$ cat src/rtl/ppd_pkg.sv
package ppd_pkg;

	localparam int WinDepth = 9;
	localparam int SumBytes = 8;
	localparam int MagW     = 28;
	localparam int DivW     = 15;
	localparam int OutW     = 18;
	localparam int CntW     = $clog2(MagW + 1);

	localparam logic [7:0] HDR_FIRST  = 8'h5E;
	localparam logic [7:0] HDR_SECOND = 8'h0C;

	localparam logic [2:0] CFG_SPAN_X        = 3'd0;
	localparam logic [2:0] CFG_SPAN_Y        = 3'd1;
	localparam logic [2:0] CFG_AREA_X        = 3'd2;
	localparam logic [2:0] CFG_AREA_Y        = 3'd3;
	localparam logic [2:0] CFG_BORDER_GAP    = 3'd4;
	localparam logic [2:0] CFG_REPLY_CODE    = 3'd5;
	localparam logic [2:0] CFG_POSITION_CODE = 3'd6;

	typedef logic [7:0]      byte_t;
	typedef logic [MagW-1:0] mag_t;
	typedef logic [DivW-1:0] dvs_t;

endpackage

$ cat src/rtl/position_packet_deframer.sv
// position packet deframer: received link bytes enter one beat at a time and
// shift through a row of nine byte cells; together with the new byte they form
// a ten-byte window that is checked on every beat for header 5E 0C and a
// big-endian 16-bit sum over its first eight bytes in bytes 8 and 9. a good
// frame whose command byte matches reply_code gives a reply beat (kind 0, zero
// coordinates); one matching position_code scales signed x and y to the canvas
// (x*area_x/span_x + gap, area_y - y*area_y/span_y + gap, truncation toward
// zero, saturated to 18 bits). a byte that starts no frame work leaves the
// block idle and ready for the next byte. after a reply frame the next byte is
// taken once the output state has loaded the reply beat. after a position
// frame it is taken once the block has passed the multiply state, the divider
// load state, the wait state while the two 28-step bit-serial dividers run
// side by side and finish, and the output state. a full output register that
// is not drained adds its wait on top; otherwise the output register lets a
// finished beat wait while the next bytes come in. configuration writes are
// taken at any time and must only be made while idle; a span of zero divides as one.
module position_packet_deframer
	import ppd_pkg::*;
(
	input  logic                clk,
	input  logic                arst_n,
	input  logic                in_valid,
	output logic                in_ready,
	input  logic [7:0]          rx_byte,
	output logic                out_valid,
	input  logic                out_ready,
	output logic                result_kind,
	output logic signed [17:0]  point_x,
	output logic signed [17:0]  point_y,
	input  logic                cfg_valid,
	output logic                cfg_ready,
	input  logic [2:0]          cfg_index,
	input  logic [31:0]         cfg_data
);

	localparam logic [2:0] ST_IDLE = 3'd0;
	localparam logic [2:0] ST_MUL  = 3'd1;
	localparam logic [2:0] ST_LOAD = 3'd2;
	localparam logic [2:0] ST_WAIT = 3'd3;
	localparam logic [2:0] ST_OUT  = 3'd4;

	localparam int SumW = 30;

	// configuration registers
	logic [14:0] span_x_q;
	logic [14:0] span_y_q;
	logic [11:0] area_x_q;
	logic [11:0] area_y_q;
	logic [9:0]  border_gap_q;
	logic [7:0]  reply_code_q;
	logic [7:0]  position_code_q;

	logic [2:0]  state_q;
	logic        in_beat;

	// window row
	byte_t       win [WinDepth];
	byte_t       win_d [WinDepth];

	logic [15:0] sum;
	logic [15:0] check;
	logic        frame_ok;

	logic               kind_q;
	logic signed [15:0] x_q;
	logic signed [15:0] y_q;
	logic signed [28:0] px_full;
	logic signed [28:0] py_full;
	logic signed [27:0] prod_x_s1;
	logic signed [27:0] prod_y_s1;
	logic               neg_x_q;
	logic               neg_y_q;

	logic        div_start;
	logic        div_busy_x;
	logic        div_busy_y;
	mag_t        mag_x;
	mag_t        mag_y;
	mag_t        quo_x;
	mag_t        quo_y;
	dvs_t        dvs_x;
	dvs_t        dvs_y;

	logic signed [SumW-1:0] qx_s;
	logic signed [SumW-1:0] qy_s;
	logic signed [SumW-1:0] px_sum;
	logic signed [SumW-1:0] py_sum;

	logic                   out_valid_q;
	logic                   out_kind_q;
	logic signed [OutW-1:0] out_x_q;
	logic signed [OutW-1:0] out_y_q;
	logic                   out_load;

	function automatic logic signed [OutW-1:0] sat18(input logic signed [SumW-1:0] v);
		logic signed [SumW-1:0] hi;
		logic signed [SumW-1:0] lo;
		hi = SumW'(131071);
		lo = -SumW'(131072);
		if (v > hi) begin
			sat18 = OutW'(hi);
		end else if (v < lo) begin
			sat18 = OutW'(lo);
		end else begin
			sat18 = v[OutW-1:0];
		end
	endfunction

	assign cfg_ready = 1'b1;
	assign in_ready  = state_q == ST_IDLE;
	assign in_beat   = in_valid && in_ready;

	always_ff @(posedge clk or negedge arst_n) begin
		if (!arst_n) begin
			span_x_q        <= 15'd1;
			span_y_q        <= 15'd1;
			area_x_q        <= 12'd512;
			area_y_q        <= 12'd512;
			border_gap_q    <= 10'd0;
			reply_code_q    <= 8'd1;
			position_code_q <= 8'd2;
		end else if (cfg_valid) begin
			unique case (cfg_index)
				CFG_SPAN_X:        span_x_q        <= cfg_data[14:0];
				CFG_SPAN_Y:        span_y_q        <= cfg_data[14:0];
				CFG_AREA_X:        area_x_q        <= cfg_data[11:0];
				CFG_AREA_Y:        area_y_q        <= cfg_data[11:0];
				CFG_BORDER_GAP:    border_gap_q    <= cfg_data[9:0];
				CFG_REPLY_CODE:    reply_code_q    <= cfg_data[7:0];
				CFG_POSITION_CODE: position_code_q <= cfg_data[7:0];
				default: ;
			endcase
		end
	end

	// row of cells, oldest byte in cell 0, new byte enters the last cell
	genvar gi;
	generate
		for (gi = 0; gi < WinDepth; gi++) begin : g_cell
			if (gi == WinDepth - 1) begin : g_last
				assign win_d[gi] = rx_byte;
			end else begin : g_mid
				assign win_d[gi] = win[gi+1];
			end
			ppd_cell u_cell (
				.clk    (clk),
				.arst_n (arst_n),
				.shift  (in_beat),
				.d      (win_d[gi]),
				.q      (win[gi])
			);
		end
	endgenerate

	// frame check over the window as it stands with the new byte
	always_comb begin
		sum = '0;
		for (int i = 0; i < SumBytes; i++) begin
			sum = sum + {8'd0, win[i]};
		end
	end

	assign check    = {win[WinDepth-1], rx_byte};
	assign frame_ok = win[0] == HDR_FIRST && win[1] == HDR_SECOND && sum == check;

	// control sequence
	always_ff @(posedge clk or negedge arst_n) begin
		if (!arst_n) begin
			state_q <= ST_IDLE;
		end else begin
			unique case (state_q)
				ST_IDLE: begin
					if (in_beat && frame_ok) begin
						if (win[3] == reply_code_q) begin
							state_q <= ST_OUT;
						end else if (win[3] == position_code_q) begin
							state_q <= ST_MUL;
						end
					end
				end
				ST_MUL:  state_q <= ST_LOAD;
				ST_LOAD: state_q <= ST_WAIT;
				ST_WAIT: begin
					if (!div_busy_x && !div_busy_y) begin
						state_q <= ST_OUT;
					end
				end
				ST_OUT: begin
					if (out_load) begin
						state_q <= ST_IDLE;
					end
				end
				default: state_q <= ST_IDLE;
			endcase
		end
	end

	// frame fields caught on the accepting beat
	always_ff @(posedge clk) begin
		if (in_beat) begin
			kind_q <= win[3] != reply_code_q;
			x_q    <= {win[4], win[5]};
			y_q    <= {win[6], win[7]};
		end
	end

	// multiply state, products stay within 28 signed bits
	assign px_full = x_q * $signed({1'b0, area_x_q});
	assign py_full = y_q * $signed({1'b0, area_y_q});

	always_ff @(posedge clk) begin
		if (state_q == ST_MUL) begin
			prod_x_s1 <= px_full[27:0];
			prod_y_s1 <= py_full[27:0];
		end
	end

	// divide magnitudes, sign goes back on afterwards for truncation toward zero
	assign mag_x = prod_x_s1[27] ? mag_t'(-prod_x_s1) : mag_t'(prod_x_s1);
	assign mag_y = prod_y_s1[27] ? mag_t'(-prod_y_s1) : mag_t'(prod_y_s1);
	assign dvs_x = (span_x_q == '0) ? DivW'(1) : span_x_q;
	assign dvs_y = (span_y_q == '0) ? DivW'(1) : span_y_q;

	always_ff @(posedge clk) begin
		if (state_q == ST_LOAD) begin
			neg_x_q <= prod_x_s1[27];
			neg_y_q <= prod_y_s1[27];
		end
	end

	assign div_start = state_q == ST_LOAD;

	ppd_div u_div_x (
		.clk      (clk),
		.arst_n   (arst_n),
		.start    (div_start),
		.dividend (mag_x),
		.divisor  (dvs_x),
		.busy     (div_busy_x),
		.quotient (quo_x)
	);

	ppd_div u_div_y (
		.clk      (clk),
		.arst_n   (arst_n),
		.start    (div_start),
		.dividend (mag_y),
		.divisor  (dvs_y),
		.busy     (div_busy_y),
		.quotient (quo_y)
	);

	// final offset and saturation
	assign qx_s   = neg_x_q ? -$signed({2'b00, quo_x}) : $signed({2'b00, quo_x});
	assign qy_s   = neg_y_q ? -$signed({2'b00, quo_y}) : $signed({2'b00, quo_y});
	assign px_sum = qx_s + $signed({20'd0, border_gap_q});
	assign py_sum = $signed({18'd0, area_y_q}) - qy_s
	                + $signed({20'd0, border_gap_q});

	// output register, loads when empty or being drained
	assign out_load = state_q == ST_OUT && (!out_valid_q || out_ready);

	always_ff @(posedge clk or negedge arst_n) begin
		if (!arst_n) begin
			out_valid_q <= 1'b0;
		end else if (out_load) begin
			out_valid_q <= 1'b1;
		end else if (out_ready) begin
			out_valid_q <= 1'b0;
		end
	end

	always_ff @(posedge clk) begin
		if (out_load) begin
			out_kind_q <= kind_q;
			out_x_q    <= kind_q ? sat18(px_sum) : '0;
			out_y_q    <= kind_q ? sat18(py_sum) : '0;
		end
	end

	assign out_valid   = out_valid_q;
	assign result_kind = out_kind_q;
	assign point_x     = out_x_q;
	assign point_y     = out_y_q;

endmodule

$ cat src/rtl/ppd_cell.sv
module ppd_cell
	import ppd_pkg::*;
(
	input  logic  clk,
	input  logic  arst_n,
	input  logic  shift,
	input  byte_t d,
	output byte_t q
);

	byte_t byte_q;

	// one window slot, takes its younger neighbor's byte on each shift
	always_ff @(posedge clk or negedge arst_n) begin
		if (!arst_n) begin
			byte_q <= '0;
		end else if (shift) begin
			byte_q <= d;
		end
	end

	assign q = byte_q;

endmodule

$ cat src/rtl/ppd_div.sv
module ppd_div
	import ppd_pkg::*;
(
	input  logic     clk,
	input  logic     arst_n,
	input  logic     start,
	input  mag_t     dividend,
	input  dvs_t     divisor,
	output logic     busy,
	output mag_t     quotient
);

	mag_t            dvd_q;
	dvs_t            dvs_q;
	dvs_t            rem_q;
	logic [CntW-1:0] cnt_q;
	logic [DivW:0]   shifted;
	logic [DivW:0]   diff;
	logic            ge;

	// restoring division, one quotient bit per cycle
	assign shifted = {rem_q, dvd_q[MagW-1]};
	assign ge      = shifted >= {1'b0, dvs_q};
	assign diff    = shifted - {1'b0, dvs_q};

	always_ff @(posedge clk or negedge arst_n) begin
		if (!arst_n) begin
			cnt_q <= '0;
		end else if (start) begin
			cnt_q <= CntW'(MagW);
		end else if (cnt_q != '0) begin
			cnt_q <= cnt_q - 1'b1;
		end
	end

	always_ff @(posedge clk) begin
		if (start) begin
			dvd_q <= dividend;
			dvs_q <= divisor;
			rem_q <= '0;
		end else if (cnt_q != '0) begin
			dvd_q <= {dvd_q[MagW-2:0], ge};
			rem_q <= ge ? diff[DivW-1:0] : shifted[DivW-1:0];
		end
	end

	assign busy     = cnt_q != '0;
	assign quotient = dvd_q;

endmodule

$ cat config.mk
export PLATFORM = sky130hd
export DESIGN_NAME = position_packet_deframer
export DESIGN_NICKNAME = d
export VERILOG_FILES = /design/src/rtl/ppd_pkg.sv /design/src/rtl/position_packet_deframer.sv /design/src/rtl/ppd_cell.sv /design/src/rtl/ppd_div.sv
export SDC_FILE = /design/constraint.sdc
export NUM_CORES = 2
export LEC_CHECK = 0
export ABC_AREA = 1
export BUFFER_PORTS_ARGS = -buffer_cell sky130_fd_sc_hd__buf_2
export CORE_MARGIN = 2
export CORE_UTILIZATION = 65
export CTS_CLUSTER_DIAMETER = 60
export DETAILED_ROUTE_END_ITERATION = 10
export PLACE_DENSITY = 0.82
export SLEW_MARGIN = 20
export SYNTH_ARGS = -nofsm -noshare
export SYNTH_HDL_FRONTEND = slang
export SYNTH_SLANG_ARGS = --single-unit
$ cat constraint.sdc
create_clock -name clk -period 7.6 [get_ports clk]
set_input_delay 0.76 -clock clk [delete_from_list [all_inputs] [get_ports clk]]
set_output_delay 0.76 -clock clk [all_outputs]
set_load 0.02 [all_outputs]
==> impl_metrics.py <==
metrics = {
    "run_status": {
        "status": "finished clean",
    },
    "power": {
        "combPwrFrac_pct": 66.1,
        "p_leak_nw": 20.8,
        "p_int_w": 0.00930,
        "switching_share_pct": 47.6,
        "switchingPower_w": 0.00843,
        "ir_worst_vdd_v": 0.000456,
        "pwr-share-clk_pct": 12.8,
        "p_per_area_nw_per_um2": 442,
        "p_seq_share_pct": 21.1,
    },
    "detailed_routing": {
        "vias": 28702,
        "drt_pass1_iterations": 5,
        "drtIter0Drc": 2070,
        "wl_per_cell_um": 15.5,
        "wl_um": 82300,
        "drcViolationCount": 0,
        "vias_per_cell": 5.40,
        "ant_nets": 0,
    },
    "place": {
        "dp_hpwl_um": 63800,
        "placedInstanceArea_um2": 38600,
        "port_buffers": 69,
        "place_inst": 5229,
        "gp_congestion": 0.924,
    },
    "setup_path": {
        "cp_max_fo": 18,
        "r2r_cells": 20,
        "worstSetupPathType": "reg -> reg",
        "end_kind": "flop",
        "setup.worst_path.start_class": "flop",
        "path_buf_inv": 3,
        "crit_slowest_cell": "dfrtp_1",
        "crit_path_max_incr_delay_ps": 840,
        "worstPathArrival_ps": 6660,
        "path_depth": 20,
        "crit_chain": "nand2_1, fa_1, inv_1, fa_1, fa_1, inv_1, fa_1, fa_1, inv_1, ha_1, nand2_1, nand2_1, a31oi_1, o21ai_0, a21boi_0, o21ai_0, a21oi_1, o21ai_0, a21oi_1, xnor2_1",
        "r2r_slack_ps": 1280,
        "crit_family": "adder cells",
        "worstPathRequired_ps": 7940,
        "path_common_cell": "fa_1",
    },
    "sta": {
        "clock.fmax_ghz": 0.158,
        "finalHoldViolations": 0,
        "fin_skew_ps": 29.1,
        "grt_setup_unrepaired": "false",
        "slew_headroom_pct": 32.8,
        "final-setup-viol-count": 0,
        "post-route-min-period_ps": 6320,
        "maxSlewViolCount": 0,
        "period_share_pct": 83.1,
        "worst_pin_slew_ps": 1000,
        "fin_setup_tns_ps": 0,
    },
    "floorplan": {
        "rows": 88,
        "io_pins": 88,
        "die_x_um": 245,
        "dieHeight_um": 245,
        "start_util_pct": 65.7,
        "dieArea_um2": 60100,
        "core_um2": 57600,
    },
    "grt": {
        "antenna_found_initial": 3,
        "grt_overflow": 0,
        "grt_pass1_vias": 28658,
        "grt_max_degree": 109,
        "grt_pass1_wl_um": 139000,
        "grt_usage_pct": 28.7,
    },
    "synth": {
        "netlist_area_um2": 37800,
        "yosysMostFrequentCell": "nand2_1",
        "synthAdderAreaFrac_pct": 28.4,
        "ys_seq_area_share_pct": 29.6,
        "synth_top_family_by_area": "adder cells",
        "synthXorXnorAreaFrac_pct": 4.89,
        "synth_edf_count": 214,
        "synthFlopType": "edfxtp_1",
        "yosysUniqueCellTypes": 59,
        "syn-num-nets": 5214,
        "yosysWarnings": 0,
        "avgSynthCellArea_um2": 8.30,
        "yosys-top-cells-count": "nand2_1 (1178), inv_1 (917), fa_1 (410)",
        "synth-seq-cells": 410,
        "netlist_instances": 4553,
        "synth.area.mux_share_pct": 0,
        "synthTopCellsByArea": "fa_1 (22%), edfxtp_1 (17%), nand2_1 (12%)",
        "synth_top_area_cell": "fa_1",
        "synthArstFlopShare_pct": 40.5,
        "synth_top_area_share_pct": 21.7,
        "synth_compound_area_share_pct": 7.50,
        "synth-simple-area-share_pct": 18.5,
    },
    "run": {
        "cap_violations": 0,
    },
    "clocking": {
        "root_buffer": "clkbuf_16",
        "cts_tree": "built",
        "post_cts_resized": 0,
        "cts_buffers": 46,
        "clockBufferDepth": 3,
        "cts.clk_slew.worst_paths_ps": 60,
        "ctsHtreeMaxLevel": 2,
        "ctsHoldBuffers": 0,
        "clk_latency_ps": 600,
        "cts_sinks": 410,
        "cts_setup_buffers": 0,
    },
    "final_layout": {
        "regArea_um2": 11200,
        "fillCellCount": 4354,
        "diodes": 0,
        "final_nets": 5173,
        "fin_area_um2": 40100,
        "drive_above_1_share_pct": 5.67,
        "instances_no_fill": 5315,
        "multi_input_area_um2": 22500,
        "utilization_pct": 69.7,
        "syn_to_final_growth_pct": 6.17,
    },
    "worst_hold_path": {
        "hold_path.class": "in -> async",
    },
}
==> state kept, by name, indices dropped and copies added (netlist names), 3 cells and up <==
register / flops
u_div_x.rem_q: 15
u_div_y.dvs_q: 15
u_div_x.quotient: 28
x_q: 16
border_gap_q: 10
point_y: 18
point_x: 18
u_div_y.cnt_q: 5
state_q: 3
position_code_q: 8
u_div_x.cnt_q: 5
u_div_y.quotient: 28
prod_x_s1: 28
u_div_x.dvs_q: 15
g_cell.u_cell.q: 72
area_x_q: 12
prod_y_s1: 28
u_div_y.rem_q: 15
y_q: 16
span_y_q: 15
span_x_q: 15
reply_code_q: 8
area_y_q: 12
==> path summary, 6_finish.rpt <==
check                                      start               endpoint
max in group asynchronous                 arst_n  g_cell[3].u_cell.q[7]
setup / recovery                     area_y_q[3]          prod_y_s1[23]
hold reg to reg            g_cell[7].u_cell.q[7]                 y_q[7]
hold / removal                            arst_n              out_valid
min in group clk                       out_ready              out_valid
setup reg to reg                     area_y_q[3]          prod_y_s1[23]
==> worst reg2reg max path, stage by stage, from the launching register on <==
cell and delay (ps):
dfrtp_1 840, nand2_1 180, fa_1 560, inv_1 60
fa_1 510, fa_1 510, inv_1 50, fa_1 460
fa_1 540, inv_1 40, ha_1 340, nand2_1 70
nand2_1 50, a31oi_1 60, o21ai_0 410, a21boi_0 240
o21ai_0 360, a21oi_1 180, o21ai_0 340, a21oi_1 140
xnor2_1 140
==> cell usage in the layout, fill, tap and decap left out, types with 10 or more instances in the layout <==
master,count
a21oi_1,138
a21oi_2,10
a31oi_1,13
buf_2,68
buf_4,20
clkbuf_1,15
clkbuf_16,48
dfrtp_1,160
dfxtp_1,30
edfxtp_1,214
fa_1,410
ha_1,203
inv_1,914
nand2_1,1177
nand2_2,23
nand3_1,118
nand4_1,31
nor2_1,237
nor2_2,21
nor3_1,24
nor4_1,24
o21ai_0,291
o31ai_1,13
xnor2_1,85
xor2_1,126
==> power groups by stage <==
stage                     clock [W]  combinational [W]  sequential [W]
after floorplan                   0            0.00916         0.00349
after global placement            0             0.0111         0.00375
after detailed placement          0             0.0115         0.00376
after CTS                   0.00229             0.0117         0.00372
after global routing        0.00238             0.0134         0.00378
final                       0.00227             0.0117         0.00374
==> per-layer routing <==
layer	global-route usage (%)	vias to the layer above	share of wire, %
met5	0	-	0.033
met4	9.65	4	2.9
met3	4.38	162	7.0
met2	46.9	954	47
met1	39.4	13699	43
li1	-	13883	-
==> per-stage QoR <==
stage | setup WS (ps) | power (W) | hold slack, ps
6_report | 1280 | 0.0177 | 231
5_1_grt | 893 | 0.0195 | 338
4_1_cts | 1280 | 0.0177 | 271
3_5_place_dp | 1290 | 0.0153 | 433
3_3_place_gp | 1440 | 0.0149 | 429
2_1_floorplan | 1820 | 0.0127 | 425
==> cell families (layout without fill, tap and decap cells) <==
kind of cell,count (synthesis),count (layout)
XOR/XNOR,211,211
AO/OA/AOI/OAI,518,518
adder cells (fa/ha/maj),613,613
other,1,1
flip-flops,410,410
AND/OR/NAND/NOR,1697,1697
buffers and inverters,1103,1100
==> layout make-up <==
type / count / share of cell area (%)
Inverter: 925 / 8.65
Timing Repair Buffer: 89 / 1.25
Tap cell: 765 / 2.38
Multi-Input combinational cell: 3040 / 55.9
Clock inverter: 17 / 0.564
Clock buffer: 69 / 3.34
Sequential cell: 410 / 27.9
Power figures use the tool's default switching activity.
